[src/rtl/ubof_pkg.sv]
`timescale 1ns / 1ps

package ubof_pkg;

   // Descriptor constants
   localparam logic [7:0] PRINTER_CLASS  = 8'h07;
   localparam logic [7:0] DIR_IN_BIT     = 8'h80;
   localparam logic [7:0] EP_NUM_MASK    = 8'h0F;
   localparam logic [7:0] XFER_TYPE_MASK = 8'h03;
   localparam logic [7:0] XFER_BULK      = 8'h02;
   localparam logic [7:0] TYPE_INTERFACE = 8'h04;
   localparam logic [7:0] TYPE_ENDPOINT  = 8'h05;
   localparam logic [7:0] MIN_DESC_LEN   = 8'h02;
   localparam logic [16:0] EP_DESC_SIZE  = 17'd7;
   localparam logic [15:0] MIN_BUFFER    = 16'd9;
   localparam logic [15:0] CONFIG_POS    = 16'd5;

   // Offsets inside one descriptor
   localparam logic [15:0] REL_LENGTH    = 16'd0;
   localparam logic [15:0] REL_TYPE      = 16'd1;
   localparam logic [15:0] REL_ADDRESS   = 16'd2;
   localparam logic [15:0] REL_ATTRIB    = 16'd3;
   localparam logic [15:0] REL_NUM_EP    = 16'd4;
   localparam logic [15:0] REL_CLASS     = 16'd5;

   // CSR map: register index is paddr[2]
   localparam logic        REG_BUFFER_LENGTH   = 1'b0;
   localparam logic [15:0] BUFFER_LENGTH_RESET = 16'd256;

   // One parser decision
   typedef struct packed {
      logic       emit;
      logic       found;
      logic [3:0] endpoint_number;
      logic [7:0] configuration_value;
   } result_type;

endpackage

[src/rtl/ubof_parser.sv]
`timescale 1ns / 1ps

module ubof_parser (
   input  logic                clock,
   input  logic                reset,
   input  logic                step,
   input  logic [7:0]          data_byte,
   input  logic                start_of_buffer,
   input  logic [15:0]         buffer_length,
   output ubof_pkg::result_type result
);
   import ubof_pkg::*;

   logic [15:0] pos_ff, pos_in;
   logic [15:0] start_ff, start_in;
   logic [7:0]  len_ff, len_in;
   logic [7:0]  type_ff, type_in;
   logic [7:0]  count_ff, count_in;
   logic [7:0]  left_ff, left_in;
   logic        win_ff, win_in;
   logic [7:0]  addr_ff, addr_in;
   logic [7:0]  cfg_ff, cfg_in;
   logic        dec_ff, dec_in;

   // working copies after the optional restart
   logic [15:0] cur_pos, cur_start, rel;
   logic [7:0]  cur_len, cur_left, cur_count, cur_type, cur_addr, cur_cfg;
   logic        cur_win, active, new_desc, short_buf, bad_len, match, at_end;
   logic [16:0] desc_end;

   always_comb begin
      if (start_of_buffer) begin
         cur_pos   = '0;
         cur_start = '0;
         cur_len   = '0;
         cur_type  = '0;
         cur_count = '0;
         cur_left  = '0;
         cur_win   = 1'b0;
         cur_addr  = '0;
         cur_cfg   = '0;
      end else begin
         cur_pos   = pos_ff + 16'd1;
         cur_start = start_ff;
         cur_len   = len_ff;
         cur_type  = type_ff;
         cur_count = count_ff;
         cur_left  = left_ff;
         cur_win   = win_ff;
         cur_addr  = addr_ff;
         cur_cfg   = cfg_ff;
      end
      active    = step && (start_of_buffer || !dec_ff);
      short_buf = start_of_buffer && (buffer_length < MIN_BUFFER);

      desc_end = {1'b0, cur_start} + {9'd0, cur_len};
      new_desc = ({1'b0, cur_pos} == desc_end);
      start_in = new_desc ? cur_pos : cur_start;
      win_in   = new_desc ? 1'b0 : cur_win;
      rel      = cur_pos - start_in;

      cfg_in   = (cur_pos == CONFIG_POS) ? data_byte : cur_cfg;
      len_in   = cur_len;
      type_in  = cur_type;
      addr_in  = cur_addr;
      count_in = cur_count;
      left_in  = cur_left;
      bad_len  = 1'b0;
      match    = 1'b0;

      case (rel)
         REL_LENGTH: begin
            len_in  = data_byte;
            type_in = '0;
            bad_len = (data_byte < MIN_DESC_LEN) ||
                      (({1'b0, start_in} + {9'd0, data_byte}) > {1'b0, buffer_length});
            if (cur_left != 8'd0) begin
               if (({1'b0, start_in} + EP_DESC_SIZE) <= {1'b0, buffer_length}) begin
                  win_in  = 1'b1;
                  left_in = cur_left - 8'd1;
               end else begin
                  left_in = '0;
               end
            end
         end
         REL_TYPE:    type_in = data_byte;
         REL_ADDRESS: addr_in = data_byte;
         REL_ATTRIB: begin
            match = cur_win && (cur_type == TYPE_ENDPOINT) &&
                    ((cur_addr & DIR_IN_BIT) == 8'd0) &&
                    ((data_byte & XFER_TYPE_MASK) == XFER_BULK);
         end
         REL_NUM_EP:  count_in = data_byte;
         REL_CLASS: begin
            if ((start_in != 16'd0) && (cur_type == TYPE_INTERFACE) &&
                (data_byte == PRINTER_CLASS) && (cur_count > cur_left))
               left_in = cur_count;
         end
         default: ;
      endcase

      at_end = ({1'b0, cur_pos} + 17'd1) >= {1'b0, buffer_length};
      pos_in = cur_pos;

      result.emit                = active && (short_buf || bad_len || match || at_end);
      result.found               = match && !short_buf;
      result.endpoint_number     = result.found ? (cur_addr[3:0] & EP_NUM_MASK[3:0]) : 4'd0;
      result.configuration_value = cfg_in;
      dec_in                     = result.emit;
   end

   always_ff @(posedge clock) begin
      if (reset) begin
         pos_ff   <= '0;
         start_ff <= '0;
         len_ff   <= '0;
         type_ff  <= '0;
         count_ff <= '0;
         left_ff  <= '0;
         win_ff   <= 1'b0;
         addr_ff  <= '0;
         cfg_ff   <= '0;
         dec_ff   <= 1'b1;
      end else if (active) begin
         pos_ff   <= pos_in;
         start_ff <= start_in;
         len_ff   <= len_in;
         type_ff  <= type_in;
         count_ff <= count_in;
         left_ff  <= left_in;
         win_ff   <= win_in;
         addr_ff  <= addr_in;
         cfg_ff   <= cfg_in;
         dec_ff   <= dec_in;
      end
   end

`ifndef SYNTHESIS
   // a decision always parks the parser until the next start mark
   a_emit_parks: assert property (@(posedge clock) disable iff (reset)
      result.emit |=> dec_ff)
      else $error("parser not parked after a decision");

   // a match needs an open endpoint window inside the running buffer
   a_found_window: assert property (@(posedge clock) disable iff (reset)
      (result.emit && result.found) |-> (!start_of_buffer && win_ff))
      else $error("match outside an endpoint window");

   // without a start mark, a parked parser keeps its position
   a_parked_holds: assert property (@(posedge clock) disable iff (reset)
      (dec_ff && !(step && start_of_buffer)) |=> (dec_ff && $stable(pos_ff)))
      else $error("parked parser moved");
`endif

endmodule

[src/rtl/usb_printer_bulk_out_finder.sv]
`timescale 1ns / 1ps

// Printer bulk OUT endpoint finder.
// req channel: one beat per configuration descriptor byte; req_start_of_buffer
// marks byte 0 and restarts parsing, dropping any buffer in progress.
// rsp channel: one beat per buffer, either found=1 with the endpoint number
// of the first printer bulk OUT endpoint, or found=0 (short buffer, bad
// descriptor length, or end of buffer reached). configuration_value carries
// byte 5 of the buffer, or 0 if the buffer ended before it.
// csr port: register 0 at byte address 0 is buffer_length (16 bits, reset
// 256). Write it only while no buffer is being parsed.
// Timing: one byte per cycle sustained while rsp is not stalled. A byte is
// registered in the input register on accept and parsed from there once
// the output slot is free; the decision is then registered onto rsp.
// Bytes after a decision are dropped silently.
// Stall: while a result waits on rsp_ready, one more byte is held in the
// input register and req_ready drops until the result leaves.
// Reset: parser parks until a start mark; both channels come up empty.
module usb_printer_bulk_out_finder (
   input  logic        clock,
   input  logic        reset,
   input  logic        req_valid,
   output logic        req_ready,
   input  logic [7:0]  req_data_byte,
   input  logic        req_start_of_buffer,
   output logic        rsp_valid,
   input  logic        rsp_ready,
   output logic        rsp_found,
   output logic [3:0]  rsp_endpoint_number,
   output logic [7:0]  rsp_configuration_value,
   input  logic        csr_psel,
   input  logic        csr_penable,
   input  logic        csr_pwrite,
   input  logic [2:0]  csr_paddr,
   input  logic [31:0] csr_pwdata,
   output logic [31:0] csr_prdata,
   output logic        csr_pready
);
   import ubof_pkg::*;

   logic        in_valid_ff, in_valid_in;
   logic [7:0]  in_byte_ff;
   logic        in_sob_ff;
   logic        rsp_valid_ff, rsp_valid_in;
   logic        found_ff;
   logic [3:0]  ep_ff;
   logic [7:0]  cfg_ff;
   logic [15:0] blen_ff;
   logic        advance, req_beat, csr_write;
   result_type  result;

   // the input beat moves into the parser when the output slot is free
   assign advance   = in_valid_ff && (!rsp_valid_ff || rsp_ready);
   assign req_ready = !in_valid_ff || advance;
   assign req_beat  = req_valid && req_ready;

   always_comb begin
      if (req_beat)
         in_valid_in = 1'b1;
      else if (advance)
         in_valid_in = 1'b0;
      else
         in_valid_in = in_valid_ff;

      if (advance && result.emit)
         rsp_valid_in = 1'b1;
      else if (rsp_ready)
         rsp_valid_in = 1'b0;
      else
         rsp_valid_in = rsp_valid_ff;
   end

   ubof_parser u_parser (
      .clock           (clock),
      .reset           (reset),
      .step            (advance),
      .data_byte       (in_byte_ff),
      .start_of_buffer (in_sob_ff),
      .buffer_length   (blen_ff),
      .result          (result)
   );

   always_ff @(posedge clock) begin
      if (reset) begin
         in_valid_ff  <= 1'b0;
         rsp_valid_ff <= 1'b0;
      end else begin
         in_valid_ff  <= in_valid_in;
         rsp_valid_ff <= rsp_valid_in;
      end
   end

   // payload registers, no reset
   always_ff @(posedge clock) begin
      if (req_beat) begin
         in_byte_ff <= req_data_byte;
         in_sob_ff  <= req_start_of_buffer;
      end
      if (advance && result.emit) begin
         found_ff <= result.found;
         ep_ff    <= result.endpoint_number;
         cfg_ff   <= result.configuration_value;
      end
   end

   assign rsp_valid               = rsp_valid_ff;
   assign rsp_found               = found_ff;
   assign rsp_endpoint_number     = ep_ff;
   assign rsp_configuration_value = cfg_ff;

   // CSR: access phase write, zero wait states
   assign csr_write  = csr_psel && csr_penable && csr_pwrite;
   assign csr_pready = 1'b1;

   always_ff @(posedge clock) begin
      if (reset)
         blen_ff <= BUFFER_LENGTH_RESET;
      else if (csr_write && (csr_paddr[2] == REG_BUFFER_LENGTH))
         blen_ff <= csr_pwdata[15:0];
   end

   assign csr_prdata = (csr_paddr[2] == REG_BUFFER_LENGTH) ? {16'd0, blen_ff} : 32'd0;

endmodule
[config.mk]
export PLATFORM = sky130hd
export DESIGN_NAME = usb_printer_bulk_out_finder
export DESIGN_NICKNAME = d
export VERILOG_FILES = /design/src/rtl/ubof_pkg.sv /design/src/rtl/ubof_parser.sv /design/src/rtl/usb_printer_bulk_out_finder.sv
export SDC_FILE = /design/constraint.sdc
export NUM_CORES = 1
export LEC_CHECK = 0
export BUFFER_PORTS_ARGS = -buffer_cell sky130_fd_sc_hd__buf_2
export CORE_MARGIN = 2
export CORE_UTILIZATION = 50
export CTS_BUF_LIST = sky130_fd_sc_hd__clkbuf_16
export DETAILED_ROUTE_END_ITERATION = 12
export PLACE_DENSITY_LB_ADDON = 0.08
export SETUP_SLACK_MARGIN = 0.3
export SLEW_MARGIN = 10
export SYNTH_ARGS = -nofsm -noshare
export SYNTH_HDL_FRONTEND = slang
export SYNTH_SLANG_ARGS = --single-unit
[constraint.sdc]
create_clock -name clock -period 12.4 [get_ports clock]
set_clock_uncertainty 0.2 [all_clocks]
set_input_delay 2.48 -clock clock [delete_from_list [all_inputs] [get_ports clock]]
set_output_delay 2.48 -clock clock [all_outputs]
set_load 0.005 [all_outputs]
### Yosys cells after proc, flatten, opt, wreduce, memory -nomap -nowiden

Cells that the tools add are included.

* memories kept: 0
* bits in latches: 0
* output and inout bits: 48
* bits of input ports: 51
* word-level logic and storage cells: 106
* bits in writable memories: 0
* flip-flop bits (word level): 119
* ROM bits: 0

* divide/modulo/power cells: 0
* shift-type cells: 0
* bitwise operators: 1
* add/sub/neg operators: 7
* reductions and logical operators: 33
* multiply operators: 0
* eq/ne operators: 11
* $lt $le $gt $ge: 6
* multiplexer cells: 30

Operators by type and width (count)
* 8-bit 2-to-1 mux: 13
* 16-bit 2-to-1 mux: 4
* 16-bit by 3-bit == test with 1-bit output, second input constant: 3
* 16-bit by 8-bit adder with 17-bit output: 2
* 16-bit by 2-bit == test with 1-bit output, second input constant: 2
* 8-bit case mux with 2 select lines: 2
* 8-bit by 3-bit == test with 1-bit output, second input constant: 3
* 16-bit by 1-bit adder with 17-bit output, second input constant: 1
* 16-bit by 3-bit adder with 17-bit output, second input constant: 1
* 16-bit by 17-bit == test with 1-bit output: 1
* 17-bit by 16-bit greater-or-equal comparator with 1-bit output: 1
* 17-bit by 16-bit > comparator with 1-bit output: 1
* 17-bit by 16-bit <= comparator with 1-bit output: 1
* 16-bit by 1-bit adder with 16-bit output, second input constant: 1
* 16-bit by 1-bit == test with 1-bit output, second input constant: 1
* 1-bit logical AND: 16
* 16-bit zero test: 1
* 16-bit by 4-bit < comparator with 1-bit output, second input constant: 1
* 16-bit nonzero test: 1
* 16-bit subtractor: 1
* 1-bit 2-to-1 mux: 11
* 8-bit > comparator: 1
* 8-bit zero test: 1
* 8-bit by 2-bit < comparator with 1-bit output, second input constant: 1
* 7 further kinds: 17

### Logic depth before layout (Yosys ltp)

* word-level depth: 14
* depth in mapped cells: 45
* mapped depth without buffers: 37

### Modules after synthesis

Synthesis repeated with hierarchy kept, for this count alone.

* cell total of the unflattened synthesis: 1301
* area, all modules: 10615.2 µm²

Modules (own cells, without submodules)
* ubof_parser: sequential area each 1581.5 µm², cells each 1162, times used 1, area an instance 8882.3 µm²
* usb_printer_bulk_out_finder: sequential area each 1021.0 µm², cells each 139, times used 1, area an instance 1732.9 µm²

### Worst setup path before layout

Ideal clock, no wire load.

* path type: flip-flop to flip-flop
* start: register in_sob_ff
* end: register cfg_ff[0], in the netlist rsp_configuration_value[0], enable pin
* required time: 11.891 ns
* data arrival time: 8.977 ns
* stages on the path, launching flop included: 42
* period minus slack after synthesis: 9.486 ns
* setup time: 0.309 ns
* path buffers: 9
* setup slack: 2.914 ns
* cell sequence: edfxtp_1 > clkbuf_1 > clkbuf_1 > buf_1 > clkbuf_1 > buf_1 > clkbuf_1 > buf_1 > nor2_1 > ha_1 > o21ai_0 > o21bai_1 > o2111ai_1 > or3_1 > o21ai_1 > o2111ai_2 > nor2_2 > buf_2 > [6 not listed] > a21oi_1 > o21bai_1 > a21oi_1 > o21bai_1 > a21oi_1 > nor2b_1 > nor2_1 > nor3_1 > xor2_1 > ha_1 > nand3_1 > nor4_1 > nand4_1 > o21ai_0 > a21oi_1 > o32a_1 > o31ai_1 > inv_1

* word-level cells in the longest chain between the ends: 13
* elaborated cells on any way between the ends: 32
* those cells by class: add/sub (4); order compare (2); eq/ne (3); mux (9); reduce/logical (14)

RTL lines
* start, declared: RTL line usb_printer_bulk_out_finder.sv:43 `logic in_sob_ff;`
* start signal, assigned: RTL line usb_printer_bulk_out_finder.sv:97 `in_sob_ff <= req_start_of_buffer;`
* 16-bit 2-to-1 mux or 8-bit 2-to-1 mux (tied branches): RTL line ubof_parser.sv:32 `if (start_of_buffer) begin`
* 16-bit by 8-bit adder with 17-bit output: RTL line ubof_parser.sv:56 `desc_end = {1'b0, cur_start} + {9'd0, cur_len};`
* 16-bit by 17-bit == test with 1-bit output: RTL line ubof_parser.sv:57 `new_desc = ({1'b0, cur_pos} == desc_end);`
* 16-bit 2-to-1 mux *: RTL line ubof_parser.sv:58 `start_in = new_desc ? cur_pos : cur_start;`
* net u_parser.start_in[1]: RTL line ubof_parser.sv:15 `logic [15:0] start_ff, start_in;`
* 16-bit by 8-bit adder with 17-bit output: RTL line ubof_parser.sv:76 `(({1'b0, start_in} + {9'd0, data_byte}) > {1'b0, buffer_length});`
* 17-bit by 16-bit > comparator with 1-bit output: RTL line ubof_parser.sv:76
* 1-bit logical OR: RTL line ubof_parser.sv:75 `bad_len = (data_byte < MIN_DESC_LEN) ||`
* 1-bit 2-to-1 mux: RTL line ubof_parser.sv:71 `case (rel)`
* 1-bit logical OR: RTL line ubof_parser.sv:105 `result.emit = active && (short_buf || bad_len || match || at_end);`
* 1-bit logical OR * (2 in a row): RTL line ubof_parser.sv:105
* 1-bit logical AND *: RTL line ubof_parser.sv:105
* 1-bit logical AND *: RTL line usb_printer_bulk_out_finder.sv:99 `if (advance && result.emit) begin`
* end signal, assigned: RTL line usb_printer_bulk_out_finder.sv:102 `cfg_ff <= result.configuration_value;`
* end, declared: RTL line usb_printer_bulk_out_finder.sv:47 `logic [7:0] cfg_ff;`

The timed path passes the listed nets; every way through them passes the cells marked *. The select of a mux whose other input is x is not followed.
A chain may end at the register's enable or synchronous reset.

### Final worst setup path

* start: register in_sob_ff
* end: register ep_ff[1], in the netlist rsp_endpoint_number[1], enable pin

* word-level cells in the longest chain between the ends: 13
* elaborated cells on any way between the ends: 32
* those cells by class: add/sub (4); order compare (2); eq/ne (3); mux (9); reduce/logical (14)

RTL lines
* 16-bit 2-to-1 mux or 8-bit 2-to-1 mux (tied branches): RTL line ubof_parser.sv:32
* 16-bit by 8-bit adder with 17-bit output: RTL line ubof_parser.sv:56
* 16-bit by 17-bit == test with 1-bit output: RTL line ubof_parser.sv:57
* 16-bit 2-to-1 mux *: RTL line ubof_parser.sv:58
* net u_parser.start_in[0]: RTL line ubof_parser.sv:15
* 16-bit by 8-bit adder with 17-bit output: RTL line ubof_parser.sv:76
* 17-bit by 16-bit > comparator with 1-bit output: RTL line ubof_parser.sv:76
* 1-bit logical OR: RTL line ubof_parser.sv:75
* 1-bit 2-to-1 mux: RTL line ubof_parser.sv:71
* 1-bit logical OR: RTL line ubof_parser.sv:105
* 1-bit logical OR * (2 in a row): RTL line ubof_parser.sv:105
* 1-bit logical AND *: RTL line ubof_parser.sv:105
* 1-bit logical AND *: RTL line usb_printer_bulk_out_finder.sv:99
* end signal, assigned: RTL line usb_printer_bulk_out_finder.sv:101 `ep_ff <= result.endpoint_number;`
* end, declared: RTL line usb_printer_bulk_out_finder.sv:46 `logic [3:0] ep_ff;`

Marked as above.

==> summary.md <==
| Metric | Value |
|---|---|
| Final Routed Wirelength | `31.3 mm` |
| DRT antenna net count | `0` |
| Filler cell count | `1,941` |
| Register bit total from synthesis | `119` |
| Largest net degree at the start of global routing | `83` |
| Post-synth EDFFs | `22` |
| RSZ-0062 raised after global routing | `false` |
| Cells after Synth | `roughly 1,300` |
| Arrival @ worst endpoint | `between 9 and 10 ns` |
| Antenna violations before repair | `0` |
| Register area share after synthesis | `25.5%` |
| Mapped Area | `roughly 10,000 um2` |
| CP Class | `reg -> reg` |
| HP Class | `reg -> reg` |
| Io pins | `99` |
| Measured slew at the worst slew-check pin | `1.02 ns` |
| Total GRT Usage | `28.9%` |
| Synth async-reset ratio | `0%` |
| Worst Path Max Fanout | `37` |
| YS warnings | `0` |
| Clk sinks | `119` |
| Final Max Tran Viols | `0` |
| Commonest cells post-synth | `nor2_1 (142), nand2_1 (116), inv_1 (107)` |
| Worst skew pair latency | `between 0.4 and 0.5 ns` |
| DRC Markers | `0` |
| Clk buf depth | `2` |
| Clock tree from TritonCTS | `yes` |
| Maximum clock frequency | `about 100 MHz` |
| CP max stage delay | `0.54 ns` |
| DR WL/cell | `~19 um` |
| GPL Wtd Cong | `roughly 0.94` |
| Yosys top cell by area | `dfxtp_1` |
| Via Count | `9,788` |
| Starting density of the core | `50.6%` |
| Simple-gate share of the synthesized area | `24.0%` |
| Ant diodes | `0` |
| CTS Hold Bufs | `0` |
| Sw Share | `33.3%` |
| Final min period | `10.0 ns` |
| VDD IR max | `0.0000920 V` |
| Synth Area in Compound Gates | `22.2%` |
| Crit start category | `flop` |
| Vias in the first global route | `9,089` |
| Die width | `approximately 150 um` |
| PortBufs | `63` |
| Clock slew at reported path FFs | `0.06 ns` |
| Final hold slack | `0.255 ns` |
| Die height | `147 um` |
| Htree depth | `4` |
| Root Driver | `clkbuf_16` |
| Core area | `between 20,000 and 25,000 um2` |
| XOR/XNOR share of the synthesized area | `slightly above 7%` |
| Vias per inst | `between 5 and 6` |
| Critical Path End Type | `flop` |
| Power Total | `approximately 1100 uW` |
| Main combinational cell family by area after synthesis | `simple AND/OR/NAND/NOR gates` |
| Combinational power share | `19.9%` |
| Area delta synth->final | `10.3%` |
| Ranking of synthesized cells by area | `dfxtp_1 (19%), ha_1 (12%), edfxtp_1 (6.5%)` |
| PD cells | `100 nW/um2` |
| Total congestion overflow | `0` |
| Main synth FF type | `dfxtp_1` |
| First-pass GRT wire length | `49.2 mm` |
| Final Hold Vio Count | `0` |
| Synth unique cells | `a little over 90` |
| TritonRoute pass-1 iters | `5` |
| Number of max-cap violations | `0` |
| Die Area | `21,600 um2` |
| Leak pwr | `between 0.004 and 0.005 uW` |
| DR iter-0 viols | `between 600 and 700` |
| Status | `finished clean` |
| Fraction of synthesized area in multiplexers | `between 1.5 and 2%` |
| Postcts setup bufs | `0` |
| Pint | `753 uW` |
| Setup TNS | `0 ns` |
| HPWL Detailed | `23.5 mm` |
| Post-synthesis adder-cell area fraction | `12.2%` |
| Sequential Power Share | `36.4%` |
| Synth Area per Inst | `7.79 um2` |
| Crit path top cell by count | `inv_1` |
| Rows | `52` |
| Synth top area share | `roughly a fifth` |
| Most common cell in the netlist | `nor2_1` |
| CP max stage cell | `edfxtp_1` |
| Share of cells above drive strength 1 | `a little over a tenth` |
| Final nets | `1,500` |
| WP data required | `12.29 ns` |
| Clock power share | `a little over two fifths` |
| # setup viols final | `0` |
| CTS Buf Count | `17` |
| Tcrit/Tclk final | `80.6%` |
| Sw Pwr | `~380 uW` |
| PostCTS Resize Cnt | `0` |
| Relative slew slack | `31.5%` |
## cells in the final DEF, fill, tap and decap left out, drive strengths merged, types with 20 or more instances in the layout
cell type / synthesis / layout
a21oi: 97 / 97
buf: 32 / 76
nand4: 25 / 25
xnor2: 45 / 45
nand3: 27 / 27
dfxtp: 97 / 97
o22ai: 33 / 33
and3: 20 / 20
o21ai: 49 / 49
nor2: 143 / 143
nand2: 116 / 116
nor4: 21 / 21
a211oi: 27 / 27
xor2: 26 / 26
ha: 95 / 95
inv: 108 / 118
nor3: 47 / 47
nor2b: 26 / 26
nand2b: 20 / 20
edfxtp: 22 / 22
## flip-flops by register name, summed over array words and instances (netlist names), 5 cells and up
name,count
blen_ff,16
u_parser.pos_ff,16
u_parser.start_ff,16
in_byte_ff,8
rsp_configuration_value,8
u_parser.cfg_ff,8
u_parser.count_ff,8
u_parser.left_ff,8
u_parser.len_ff,8
u_parser.type_ff,8
u_parser.addr_ff,5
## power groups by stage
stage | Clock [uW] | Sequential [uW] | Combinational (uW)
detailed placement | 0 | 419 | 220
global route | 514 | 412 | 246
CTS | 499 | 411 | 221
finish | 493 | 411 | 225
global placement | 0 | 419 | 219
floorplan | 0 | 416 | 166
## routing by layer
layer | routed length (um) | share of wire, % | track usage, % | up-vias
met4 | 884 | 2.8 | 10.1 | 0
met3 | 2320 | 7.4 | 6.30 | 55
met5 | 0 | 0 | 0 | -
met2 | 13600 | 43 | 44.1 | 357
met1 | 14500 | 46 | 40.6 | 4589
li1 | - | - | - | 4787
## worst paths after layout
path / endpoint / from / slack [ns] / depth (start not counted)
worst max-delay path: rsp_endpoint_number[1]$_SDFFCE_PN0P_ / in_sob_ff$_DFFE_PP_ / 2.40 / 35
worst min-delay path: blen_ff[15]$_SDFFE_PP0P_ / blen_ff[15]$_SDFFE_PP0P_ / 0.25 / 2
worst max register to register: rsp_endpoint_number[1]$_SDFFCE_PN0P_ / in_sob_ff$_DFFE_PP_ / 2.40 / 35
worst min register to register: blen_ff[15]$_SDFFE_PP0P_ / blen_ff[15]$_SDFFE_PP0P_ / 0.25 / 2
## final cells by class
type | instances | area, um2 | area share (%)
clock buffers | 17 | 425 | 3.78
flip-flops and latches | 119 | 2600 | 23.1
clock inverters | 15 | 154 | 1.37
multi-input cells | 1028 | 6920 | 61.4
inverters | 109 | 409 | 3.63
well taps | 270 | 338 | 3.00
repair buffers | 76 | 413 | 3.67
## worst max-delay path, delay by kind of cell (launching register included)
kind / cells / cell delay (ns)
buf+inv: 6 / 1.56
compound gates: 12 / 3.01
mux: 1 / 0.45
simple gates: 11 / 2.57
xor+xnor: 1 / 0.15
fa+ha+maj: 4 / 1.10
flops: 1 / 0.54
## stage by stage
| step | utilization [%] | setup WS, ns | area (um2) | cells |
|---|---|---|---|---|
| 2_1_floorplan | - | 2.91 | 10300 | 1326 |
| 3_3_place_gp | 53.0 | 2.57 | 10700 | 1602 |
| 3_5_place_dp | 53.0 | 2.61 | 10700 | 1602 |
| 4_1_cts | 55.8 | 2.51 | 11300 | 1634 |
| 5_1_grt | 55.8 | 1.74 | 11300 | 1634 |
| 6_report | 55.8 | 2.40 | 11300 | 1634 |
## cell families (layout without fill, tap and decap cells)
group,count (synthesis),count (layout)
buf+inv,179,217
xor+xnor,75,75
mux,15,15
fa+ha+maj,98,98
compound gates,338,338
flops,119,119
simple gates,485,485
other cells,2,17
(Power assumes the default switching activity.)
